File: src/sv/mm2_pkg.sv
`timescale 1ns / 1ps
// ----------------------------------------------------------------------------
// mm2_pkg
// Constants, operation codes and the control structs shared by the
// controller and the datapath of the streaming 32-bit hash block.
// ----------------------------------------------------------------------------
package mm2_pkg;

   localparam int WORD_W  = 32;
   localparam int COUNT_W = 3;

   localparam logic [WORD_W-1:0] MIX_MUL     = 32'h5bd1e995;
   localparam int                MIX_SHIFT   = 24;
   localparam int                FIN_SHIFT_A = 13;
   localparam int                FIN_SHIFT_B = 15;

   // Datapath operations, one per cycle.
   typedef enum logic [2:0] {
      OP_NONE,
      OP_K_MIX,
      OP_K_MUL,
      OP_H_MIX,
      OP_TAIL,
      OP_FIN
   } op_type;

   typedef struct packed {
      logic   load;
      logic   use_seed;
      op_type op;
   } cmd_type;

   typedef struct packed {
      logic full_word;
      logic partial_word;
      logic last_word;
   } status_type;

endpackage

File: src/sv/mm2_if.sv
`timescale 1ns / 1ps
// ----------------------------------------------------------------------------
// mm2_req_if / mm2_rsp_if
// Valid/ready channels for message words in and finished hashes out.
// ----------------------------------------------------------------------------
interface mm2_req_if;
   logic                          valid;
   logic                          ready;
   logic [mm2_pkg::WORD_W-1:0]    data_word;
   logic [mm2_pkg::COUNT_W-1:0]   valid_bytes;
   logic                          last_word;
   logic [mm2_pkg::WORD_W-1:0]    seed_value;

   modport source (output valid, data_word, valid_bytes, last_word, seed_value,
                   input ready);
   modport sink (input valid, data_word, valid_bytes, last_word, seed_value,
                 output ready);
endinterface

interface mm2_rsp_if;
   logic                          valid;
   logic                          ready;
   logic [mm2_pkg::WORD_W-1:0]    hash_value;

   modport source (output valid, hash_value, input ready);
   modport sink (input valid, hash_value, output ready);
endinterface

File: src/sv/murmur2_hash32_stream.sv
`timescale 1ns / 1ps
// ----------------------------------------------------------------------------
// murmur2_hash32_stream
// Streaming 32-bit multiplicative hash over little-endian message words.
// ----------------------------------------------------------------------------
// Each beat on req_chan carries one message word, its count of valid bytes and
// a last flag; the seed is taken from the first beat of a message. A full word
// goes through the K_MIX, K_MUL and H_MIX steps, a partial word through the TAIL
// step and a beat with no bytes through none; a last beat adds a finalize step,
// which waits until the output register is free. Every step goes through the single multiply-by-constant unit. The
// finished hash waits in an output register on rsp_chan while the next
// message is already being accepted.
module murmur2_hash32_stream (
   input  logic       clock,
   input  logic       reset,
   mm2_req_if.sink    req_chan,
   mm2_rsp_if.source  rsp_chan
);

   mm2_pkg::cmd_type    cmd;
   mm2_pkg::status_type status;

   mm2_controller u_controller (
      .clock     (clock),
      .reset     (reset),
      .req_valid (req_chan.valid),
      .req_ready (req_chan.ready),
      .rsp_valid (rsp_chan.valid),
      .rsp_ready (rsp_chan.ready),
      .status    (status),
      .cmd       (cmd)
   );

   mm2_datapath u_datapath (
      .clock           (clock),
      .cmd             (cmd),
      .status          (status),
      .req_data_word   (req_chan.data_word),
      .req_valid_bytes (req_chan.valid_bytes),
      .req_last_word   (req_chan.last_word),
      .req_seed_value  (req_chan.seed_value),
      .rsp_hash_value  (rsp_chan.hash_value)
   );

endmodule

File: src/sv/mm2_datapath.sv
`timescale 1ns / 1ps
// ----------------------------------------------------------------------------
// mm2_datapath
// Running hash and key registers around one shared multiply-by-constant unit,
// plus the result register that holds a finished hash until it is taken.
// ----------------------------------------------------------------------------
module mm2_datapath (
   input  logic                          clock,
   input  mm2_pkg::cmd_type              cmd,
   output mm2_pkg::status_type           status,
   input  logic [mm2_pkg::WORD_W-1:0]    req_data_word,
   input  logic [mm2_pkg::COUNT_W-1:0]   req_valid_bytes,
   input  logic                          req_last_word,
   input  logic [mm2_pkg::WORD_W-1:0]    req_seed_value,
   output logic [mm2_pkg::WORD_W-1:0]    rsp_hash_value
);

   logic [mm2_pkg::WORD_W-1:0] h_ff, h_in;
   logic [mm2_pkg::WORD_W-1:0] k_ff, k_in;
   logic [mm2_pkg::WORD_W-1:0] hash_ff, hash_in;
   logic [mm2_pkg::WORD_W-1:0] byte_mask;
   logic [mm2_pkg::WORD_W-1:0] fin_pre;
   logic [mm2_pkg::WORD_W-1:0] mul_a;
   logic [mm2_pkg::WORD_W-1:0] product;

   // Counts of five and up saturate to a full word.
   assign status.full_word    = req_valid_bytes[2];
   assign status.partial_word = !req_valid_bytes[2] && (req_valid_bytes[1:0] != 2'd0);
   assign status.last_word    = req_last_word;

   always_comb begin
      case (req_valid_bytes[1:0])
         2'd1:    byte_mask = 32'h0000_00ff;
         2'd2:    byte_mask = 32'h0000_ffff;
         2'd3:    byte_mask = 32'h00ff_ffff;
         default: byte_mask = '1;
      endcase
   end

   assign fin_pre = h_ff ^ (h_ff >> mm2_pkg::FIN_SHIFT_A);

   always_comb begin
      case (cmd.op)
         mm2_pkg::OP_K_MIX: mul_a = k_ff;
         mm2_pkg::OP_K_MUL: mul_a = k_ff;
         mm2_pkg::OP_H_MIX: mul_a = h_ff;
         mm2_pkg::OP_TAIL:  mul_a = h_ff ^ k_ff;
         mm2_pkg::OP_FIN:   mul_a = fin_pre;
         default:           mul_a = h_ff;
      endcase
   end

   // Low 32 bits of the product only.
   assign product = mul_a * mm2_pkg::MIX_MUL;

   always_comb begin
      h_in    = h_ff;
      k_in    = k_ff;
      hash_in = hash_ff;
      if (cmd.load) begin
         if (cmd.use_seed) begin
            h_in = req_seed_value;
         end
         k_in = req_valid_bytes[2] ? req_data_word : (req_data_word & byte_mask);
      end
      case (cmd.op)
         mm2_pkg::OP_K_MIX: k_in = product ^ (product >> mm2_pkg::MIX_SHIFT);
         mm2_pkg::OP_K_MUL: k_in = product;
         mm2_pkg::OP_H_MIX: h_in = product ^ k_ff;
         mm2_pkg::OP_TAIL:  h_in = product;
         mm2_pkg::OP_FIN: begin
            hash_in = product ^ (product >> mm2_pkg::FIN_SHIFT_B);
            h_in    = '0;
         end
         default: ;
      endcase
   end

   always_ff @(posedge clock) begin
      h_ff    <= h_in;
      k_ff    <= k_in;
      hash_ff <= hash_in;
   end

   assign rsp_hash_value = hash_ff;

endmodule

File: src/sv/mm2_controller.sv
`timescale 1ns / 1ps
// ----------------------------------------------------------------------------
// mm2_controller
// Sequences the datapath through the mixing steps of each beat, tracks
// message boundaries and owns the result valid flag.
// ----------------------------------------------------------------------------
module mm2_controller (
   input  logic                 clock,
   input  logic                 reset,
   input  logic                 req_valid,
   output logic                 req_ready,
   output logic                 rsp_valid,
   input  logic                 rsp_ready,
   input  mm2_pkg::status_type  status,
   output mm2_pkg::cmd_type     cmd
);

   typedef enum logic [2:0] {
      ST_IDLE,
      ST_K_MIX,
      ST_K_MUL,
      ST_H_MIX,
      ST_TAIL,
      ST_FIN
   } state_type;

   state_type state_ff, state_in;
   logic      inside_ff, inside_in;
   logic      last_ff, last_in;
   logic      rsp_valid_ff, rsp_valid_in;
   logic      accept;
   logic      slot_free;
   logic      fin_fire;

   assign req_ready = (state_ff == ST_IDLE);
   assign accept    = req_valid && req_ready;
   assign slot_free = !rsp_valid_ff || rsp_ready;
   assign fin_fire  = (state_ff == ST_FIN) && slot_free;

   always_comb begin
      cmd.load     = accept;
      cmd.use_seed = !inside_ff;
      case (state_ff)
         ST_K_MIX: cmd.op = mm2_pkg::OP_K_MIX;
         ST_K_MUL: cmd.op = mm2_pkg::OP_K_MUL;
         ST_H_MIX: cmd.op = mm2_pkg::OP_H_MIX;
         ST_TAIL:  cmd.op = mm2_pkg::OP_TAIL;
         ST_FIN:   cmd.op = fin_fire ? mm2_pkg::OP_FIN : mm2_pkg::OP_NONE;
         default:  cmd.op = mm2_pkg::OP_NONE;
      endcase
   end

   always_comb begin
      state_in     = state_ff;
      inside_in    = inside_ff;
      last_in      = last_ff;
      rsp_valid_in = rsp_valid_ff && !rsp_ready;
      case (state_ff)
         ST_IDLE: begin
            if (accept) begin
               last_in   = status.last_word;
               inside_in = 1'b1;
               if (status.full_word) begin
                  state_in = ST_K_MIX;
               end else if (status.partial_word) begin
                  state_in = ST_TAIL;
               end else if (status.last_word) begin
                  state_in = ST_FIN;
               end
            end
         end
         ST_K_MIX: state_in = ST_K_MUL;
         ST_K_MUL: state_in = ST_H_MIX;
         ST_H_MIX: state_in = last_ff ? ST_FIN : ST_IDLE;
         ST_TAIL:  state_in = last_ff ? ST_FIN : ST_IDLE;
         ST_FIN: begin
            // The finalizer waits until the result register can take the hash.
            if (fin_fire) begin
               rsp_valid_in = 1'b1;
               inside_in    = 1'b0;
               state_in     = ST_IDLE;
            end
         end
         default: state_in = ST_IDLE;
      endcase
   end

   always_ff @(posedge clock) begin
      if (reset) begin
         state_ff     <= ST_IDLE;
         inside_ff    <= 1'b0;
         last_ff      <= 1'b0;
         rsp_valid_ff <= 1'b0;
      end else begin
         state_ff     <= state_in;
         inside_ff    <= inside_in;
         last_ff      <= last_in;
         rsp_valid_ff <= rsp_valid_in;
      end
   end

   assign rsp_valid = rsp_valid_ff;

endmodule

File: src/flat_wrapper.sv
// flat-port wrapper written by rule: the top's interface ports become plain ports
module murmur2_hash32_stream_flat 
  (clock, reset, req_chan_valid, req_chan_data_word, req_chan_valid_bytes, req_chan_last_word, req_chan_seed_value, req_chan_ready, rsp_chan_valid, rsp_chan_hash_value, rsp_chan_ready);
  mm2_req_if req_chan_i ();
  mm2_rsp_if rsp_chan_i ();
  input  logic clock;
  input  logic reset;
  input wire logic [$bits(req_chan_i.valid)-1:0] req_chan_valid;
  input wire logic [$bits(req_chan_i.data_word)-1:0] req_chan_data_word;
  input wire logic [$bits(req_chan_i.valid_bytes)-1:0] req_chan_valid_bytes;
  input wire logic [$bits(req_chan_i.last_word)-1:0] req_chan_last_word;
  input wire logic [$bits(req_chan_i.seed_value)-1:0] req_chan_seed_value;
  output wire logic [$bits(req_chan_i.ready)-1:0] req_chan_ready;
  output wire logic [$bits(rsp_chan_i.valid)-1:0] rsp_chan_valid;
  output wire logic [$bits(rsp_chan_i.hash_value)-1:0] rsp_chan_hash_value;
  input wire logic [$bits(rsp_chan_i.ready)-1:0] rsp_chan_ready;
  assign req_chan_i.valid = req_chan_valid;
  assign req_chan_i.data_word = req_chan_data_word;
  assign req_chan_i.valid_bytes = req_chan_valid_bytes;
  assign req_chan_i.last_word = req_chan_last_word;
  assign req_chan_i.seed_value = req_chan_seed_value;
  assign req_chan_ready = req_chan_i.ready;
  assign rsp_chan_valid = rsp_chan_i.valid;
  assign rsp_chan_hash_value = rsp_chan_i.hash_value;
  assign rsp_chan_i.ready = rsp_chan_ready;
  murmur2_hash32_stream u_core (.clock(clock), .reset(reset), .req_chan(req_chan_i), .rsp_chan(rsp_chan_i));
endmodule
File: config.mk
export PLATFORM = sky130hd
export DESIGN_NAME = murmur2_hash32_stream_flat
export DESIGN_NICKNAME = d
export VERILOG_FILES = /design/src/sv/mm2_pkg.sv /design/src/sv/mm2_if.sv /design/src/sv/murmur2_hash32_stream.sv /design/src/sv/mm2_datapath.sv /design/src/sv/mm2_controller.sv /design/src/flat_wrapper.sv
export SDC_FILE = /design/constraint.sdc
export NUM_CORES = 1
export LEC_CHECK = 0
export BUFFER_PORTS_ARGS = -buffer_cell sky130_fd_sc_hd__buf_4
export CORE_MARGIN = 2
export CORE_UTILIZATION = 45
export DETAILED_ROUTE_END_ITERATION = 10
export GPL_ROUTABILITY_DRIVEN = 0
export GPL_TIMING_DRIVEN = 0
export PLACE_DENSITY_LB_ADDON = 0.08
export SLEW_MARGIN = 5
export SYNTH_ARGS = -nofsm -noshare
export SYNTH_HDL_FRONTEND = slang
export SYNTH_SLANG_ARGS = --single-unit
export TNS_END_PERCENT = 5
File: constraint.sdc
create_clock -name clock -period 14.1 [get_ports clock]
set_clock_uncertainty 0.05 [all_clocks]
set_input_delay 2.115 -clock clock [delete_from_list [all_inputs] [get_ports clock]]
set_output_delay 2.115 -clock clock [all_outputs]
set_load 0.05 [all_outputs]
==> results.md, run 1 <==
* Status: finished clean
* Final worst path period share at 0.931
* Final ANT Viol Nets at 0
* Hold wc startpoint: u_core.u_controller.last_ff
* Vias per inst at 5.33
* Number of unique standard cell types used by synthesis at 71
* Startpoint Class: input pin
* Diodes inserted at 0
* Die Y at 187 um
* Layout area overhead at 12.0%
* Vias in the first global route at 12066
* Commonest non-fill, non-tap cells in the layout: inv_1, ha_1, fa_1, buf_4, nand2_1
* Sequential area share after synthesis at 0.198
* Footprint of the multi-input gates at 10500 um^2
* CP peak stage delay at 1.03 ns
* Clk_lat worst skew at 0.36 ns
* GRT overflow at 0
* 1st-iter DRT viols at 980
* Clock root buffer: clkbuf_16
* Crit-path most repeated cell: fa_1
* Dpl hpwl at 38200 um
* Die Width at 187 um
* Die area at 35200 um^2
* CP Capture Type: flip-flop
* Ys Warns at 0
* Non-filler cells, final at 2176
* Final Slew Violations at 0
* Synth Flop Type: edfxtp_1
* Worst-path clk slew at 0.07 ns
* Reg2reg start: u_core.u_controller.state_ff[1]
* H-tree Lvls at 3
* Post-synthesis instance area at 15200 um^2
* Detailed Routing Iterations Pass 1 at 7
* Hold Path Sink: u_core.u_controller.last_ff
* Tmin final at 13.13 ns
* Post-CTS sizing at 0
* CP Data Required Time at 14.15 ns
* Initial core utilization at 0.454
* Area contributors post-synth: fa_1, edfxtp_1, ha_1
* Initial antenna violation count at 0
* Reg2reg end: u_core.u_datapath.k_ff[7]
* GRT Util Overall at 0.274
* # Max-Cap Violations at 0
* Async set-reset flop share out of synthesis at 0
* FF+latch area at 3000 um^2
* Worst R2R Path Depth at 36
* IO Pins at 106
* Setup TNS at 0 ns
* Simple-gate share of the synthesized area at 0.0844
* Post-synthesis mux area share at 0.00793
* Compound-Gate Fraction of Synth Area at 0.126
* Synth Area in XOR/XNOR at 0.0552
* Routed WL per cell at 21.5 um
* Net count after synthesis at 2068
* Final WL at 46700 um
* Vias at 11593
* Post-synth EDFFs at 96
* Final hold viol count at 0
* Final #Nets at 2195
* FF-to-FF setup slack at 1.73 ns
* Cts hold-fix bufs at 0
* Fillcell total at 3236
* Cells after synthesis at 1596
* Synth area leader: fa_1
* Crit path max fanout at 11
* Count of final setup violators at 0
* HP Class: reg2reg
* Global-route wire length before repair at 71300 um
* Area share of the largest cell type after synthesis at 0.238
* CTS sink count at 102
* Commonest non-fill, non-tap cell in the layout: inv_1
* Worst Path Arrival at 13.18 ns
* Core ar. at 33400 um^2
* DR DRC count at 0
* F_max at 76.2 MHz
* CTS tree: yes
* Adder-cell area share of the yosys netlist at 0.420
* CTS Buf Count at 9
* Slew margin rel. at 0.0386
* #FFs+latches synth at 102
* Fin area at 17000 um^2
* Min Hold Slack at 0.429 ns
* Syn_area_per_cell at 9.49 um^2
* Max Buffers Root-to-Sink at 2
* Fraction of layout cells with a size suffix above 1 at 0.0909
* Row Count at 67
* Worst Tran Pin Value at 1.43 ns
* Post-CTS Setup Bufs at 0
* PortBufs at 105
* Unrepaired setup endpoints after global routing: no
* Dpl cells at 2160
* Main combinational cell family by area after synthesis: adder cells
* Hold path depth at 2
* Largest net degree at the start of global routing at 33
* Slowest cell on the critical path: a2111oi_1
* CP Class: in2reg
* DP Area at 16700 um^2
[cell type report]
class                      count  area share
buffer                        43      0.0103
clock buffer                   9      0.0133
clock inverter                 7     0.00450
inverter                     391      0.0865
multi-input combinational   1060       0.621
sequential                   102       0.177
tap                          448      0.0330
timing repair buffer         116      0.0539
[logic make-up after synthesis]
logic type	Yosys count
buffers and inverters	434
adders and majority gates	400
AOI/OAI and AO/OA	281
and+or+nand+nor	277
DFF	102
xor gates and xnor gates	90
muxes	12
[state kept, by name (all words and copies together) (netlist names)]
register,flops
u_core.u_controller.rsp_valid,1
u_core.u_controller.inside_ff,1
u_core.u_datapath.rsp_hash_value,32
u_core.u_datapath.k_ff,32
u_core.u_controller.last_ff,1
u_core.u_datapath.h_ff,32
u_core.u_controller.state_ff,3
[Yosys cell counts, types with 4 or more instances]
master	instances
inv_1	390
ha_1	220
fa_1	180
nand2_1	111
edfxtp_1	96
o21ai_0	80
xnor2_1	62
nor2_1	58
a21oi_1	47
nand3_1	39
clkbuf_1	30
a221o_1	26
xor2_1	24
nor3_1	16
a21o_1	15
a22oi_1	15
a22o_1	12
mux2i_1	12
o211ai_1	11
o21a_1	11
nor2b_1	10
and3_1	9
buf_1	8
a211o_1	7
or2_2	7
dfxtp_1	6
a211oi_1	5
a31oi_1	5
o21ai_1	5
o21bai_1	5
o221ai_1	5
a32oi_1	4
buf_2	4
nor3b_1	4
[stage by stage]
step | worst slack [ns] | utilization
floorplan | 2.52 | -
global placement | -1.41 | 0.495
detailed placement | 0.671 | 0.499
CTS | 0.990 | 0.508
global route | 0.638 | 0.508
finish | 0.974 | 0.508
[worst max-delay path: cells and delay by family]
family                   cells  cell delay (ns)
AO/OA/AOI/OAI                7             2.37
AND/OR/NAND/NOR              7             2.02
XOR/XNOR                     2             0.71
adder cells (fa/ha/maj)      9             4.17
buffers and inverters        9             1.75
[per-layer routing]
layer | vias to the layer above | track usage | routed length [um]
li1 | 5501 | - | -
met1 | 5595 | 0.370 | 20500
met2 | 395 | 0.448 | 21600
met3 | 102 | 0.0359 | 2630
met4 | 0 | 0.110 | 1960
met5 | - | 0 | 0
[how the worst max path moves through the flow]
| stage | start | to | slack (ns) | depth (start not counted) |
|---|---|---|---|---|
| floorplan | rsp_chan_ready | u_core.u_datapath.k_ff[7] | 2.52 | 31 |
| global placement | rsp_chan_ready | u_core.u_datapath.k_ff[7] | -1.41 | 32 |
| detailed placement | rsp_chan_ready | u_core.u_datapath.k_ff[7] | 0.67 | 34 |
| CTS | rsp_chan_ready | u_core.u_datapath.k_ff[7] | 0.99 | 34 |
| global route | rsp_chan_ready | u_core.u_datapath.k_ff[7] | 0.64 | 34 |
| finish | rsp_chan_ready | u_core.u_datapath.k_ff[7] | 0.97 | 34 |
Power of run 1 is left out: the tool's default activity adds up to more than one toggle a clock period on the data nets, which glitch-free logic cannot reach.
==> run 2, diff against run 1 <==
--- a/config.mk
+++ b/config.mk
@@ -12,6 +12,7 @@
 export GPL_ROUTABILITY_DRIVEN = 0
 export GPL_TIMING_DRIVEN = 0
 export PLACE_DENSITY_LB_ADDON = 0.08
+export REMOVE_ABC_BUFFERS = 1
 export SLEW_MARGIN = 5
 export SYNTH_ARGS = -nofsm -noshare
 export SYNTH_HDL_FRONTEND = slang
==> results.md, run 2 (synthesis gave the netlist of run 1 again) <==
* Worst-path clk slew at 0.07 ns (about the same)
* 1st-iter DRT viols at 797 (-19%)
* Startpoint Class: input pin
* Final hold viol count at 0 (unchanged)
* Detailed Routing Iterations Pass 1 at 5 (-2)
* DR DRC count at 0 (unchanged)
* Slew margin rel. at 0.0355 (-0.00319)
* Die Width at 187 um (unchanged)
* F_max at 80.7 MHz (+5.9%)
* IO Pins at 106 (unchanged)
* Vias in the first global route at 11929 (-1.1%)
* CTS sink count at 102 (unchanged)
* # Max-Cap Violations at 0 (unchanged)
* Status: finished clean
* Final ANT Viol Nets at 0 (unchanged)
* Reg2reg start: u_core.u_controller.state_ff[2]
* Critical Path Sink: u_core.u_datapath.k_ff[7]
* Commonest non-fill, non-tap cells in the layout: inv_1, ha_1, fa_1, buf_4, nand2_1
* Clock root buffer: clkbuf_16
* CP Class: in2reg
* Max Buffers Root-to-Sink at 2 (unchanged)
* Non-filler cells, final at 2148 (-1.3%)
* Unrepaired setup endpoints after global routing: no
* Final Slew Violations at 0 (unchanged)
* Fin area at 17000 um^2 (+0.38%)
* Crit-path most repeated cell: fa_1
* Vias per inst at 5.34 (+0.25%)
* Worst R2R Path Depth at 33 (-8.3%)
* Final #Nets at 2167 (-1.3%)
* Initial core utilization at 0.454 (unchanged)
* Global-route wire length before repair at 70100 um (-1.6%)
* Worst Tran Pin Value at 1.44 ns (+0.00475 ns)
* Core ar. at 33400 um^2 (unchanged)
* PortBufs at 105 (unchanged)
* Cell family with the largest share of critical-path delay: adder cells
* Final WL at 45800 um (-1.9%)
* GRT Util Overall at 0.268 (-0.00646)
* HP Class: reg2reg
* Worst Path Arrival at 12.45 ns (-0.73 ns)
* Crit path max fanout at 25 (+14)
* DP Area at 16700 um^2 (+0.31%)
* Cts hold-fix bufs at 0 (unchanged)
* Worst Path Buf+Inv at 7 (-2)
* CTS tree: yes
* Diodes inserted at 0 (unchanged)
* Commonest non-fill, non-tap cell in the layout: inv_1
* Clk_lat worst skew at 0.37 ns (about the same)
* Die Y at 187 um (unchanged)
* CP Data Required Time at 14.16 ns (about the same)
* Die area at 35200 um^2 (unchanged)
* Setup crit start: rsp_chan_ready
* Count of final setup violators at 0 (unchanged)
* GRT overflow at 0 (unchanged)
* H-tree Lvls at 3 (unchanged)
* Levels on crit path at 32 (-5.9%)
* Reg2reg end: u_core.u_datapath.k_ff[7]
* CP peak stage delay at 0.75 ns (-0.28 ns)
* Final worst path period share at 0.879 (-0.0521)
* Dpl hpwl at 36500 um (-4.4%)
* Fraction of layout cells with a size suffix above 1 at 0.101 (+0.0103)
* CP Capture Type: flip-flop
* Largest net degree at the start of global routing at 39 (+18%)
* Vias at 11473 (-1.0%)
* FF-to-FF setup slack at 2.11 ns (+0.38 ns)
* Row Count at 67 (unchanged)
* Initial antenna violation count at 0 (unchanged)
* CTS Buf Count at 9 (unchanged)
* Post-CTS Setup Bufs at 0 (unchanged)
* Layout area overhead at 12.4%
* Routed WL per cell at 21.3 um (-0.64%)
* Slowest cell on the critical path: nor2_4
* Dpl cells at 2132 (-1.3%)
* Tmin final at 12.39 ns (-0.734 ns)
* Post-CTS sizing at 0 (unchanged)
[run 2: cell count changes in the layout (fill, tap and decap cells not counted), sizes merged]
cell,delta
buf,+2
bufinv,+1
clkbuf,-29
clkinv,+1
inv,-3
[run 2: worst register-to-register path, delay by kind of cell, from the launching register on]
family                     cells  cell delay (ns)
xor gates and xnor gates       2             0.69
and+or+nand+nor                8             2.96
buffers and inverters          7             0.94
AOI/OAI and AO/OA              6             1.78
adders and majority gates     10             4.58
DFF                            1             0.78
[run 2: metrics by stage]
step / hold WS (ns) / setup TNS [ns] / worst slack (ns) / util
2_1_floorplan: 0.380 / 0 / 0.701 / -
3_5_place_dp: 0.401 / 0 / 1.33 / 0.501
3_3_place_gp: 0.396 / -350.85 / -5.35 / 0.489
5_1_grt: 0.428 / 0 / 1.30 / 0.510
6_report: 0.409 / 0 / 1.71 / 0.510
4_1_cts: 0.411 / 0 / 1.66 / 0.510
[run 2: routing by layer]
metal  GRT usage  vias to the layer above  share of wire
met5           0                        -              0
met4      0.0812                        0          0.028
met3      0.0361                       48          0.057
met2       0.444                      328           0.47
met1       0.366                     5665           0.45
li1            -                     5432              -
[run 2: cell type report]
class / instances / area, um^2
well taps: 448 / 561
fillers: 3234 / 16300
clock inverters: 6 / 85.1
inverters: 391 / 1470
multi-input cells: 1060 / 10600
clock buffers: 10 / 229
repair buffers: 131 / 1110
flip-flops and latches: 102 / 3000
[run 2: worst min-delay path by stage]
stage                                           start                           to  slack (ns)  cells after the start
after global routing      u_core.u_controller.last_ff  u_core.u_controller.last_ff        0.43                      2
after floorplan           u_core.u_controller.last_ff  u_core.u_controller.last_ff        0.38                      2
after detailed placement  u_core.u_controller.last_ff  u_core.u_controller.last_ff        0.40                      2
after global placement    u_core.u_controller.last_ff  u_core.u_controller.last_ff        0.40                      2
final                     u_core.u_controller.last_ff  u_core.u_controller.last_ff        0.41                      2
after CTS                 u_core.u_controller.last_ff  u_core.u_controller.last_ff        0.41                      2
Power of run 2 is left out for the same reason.
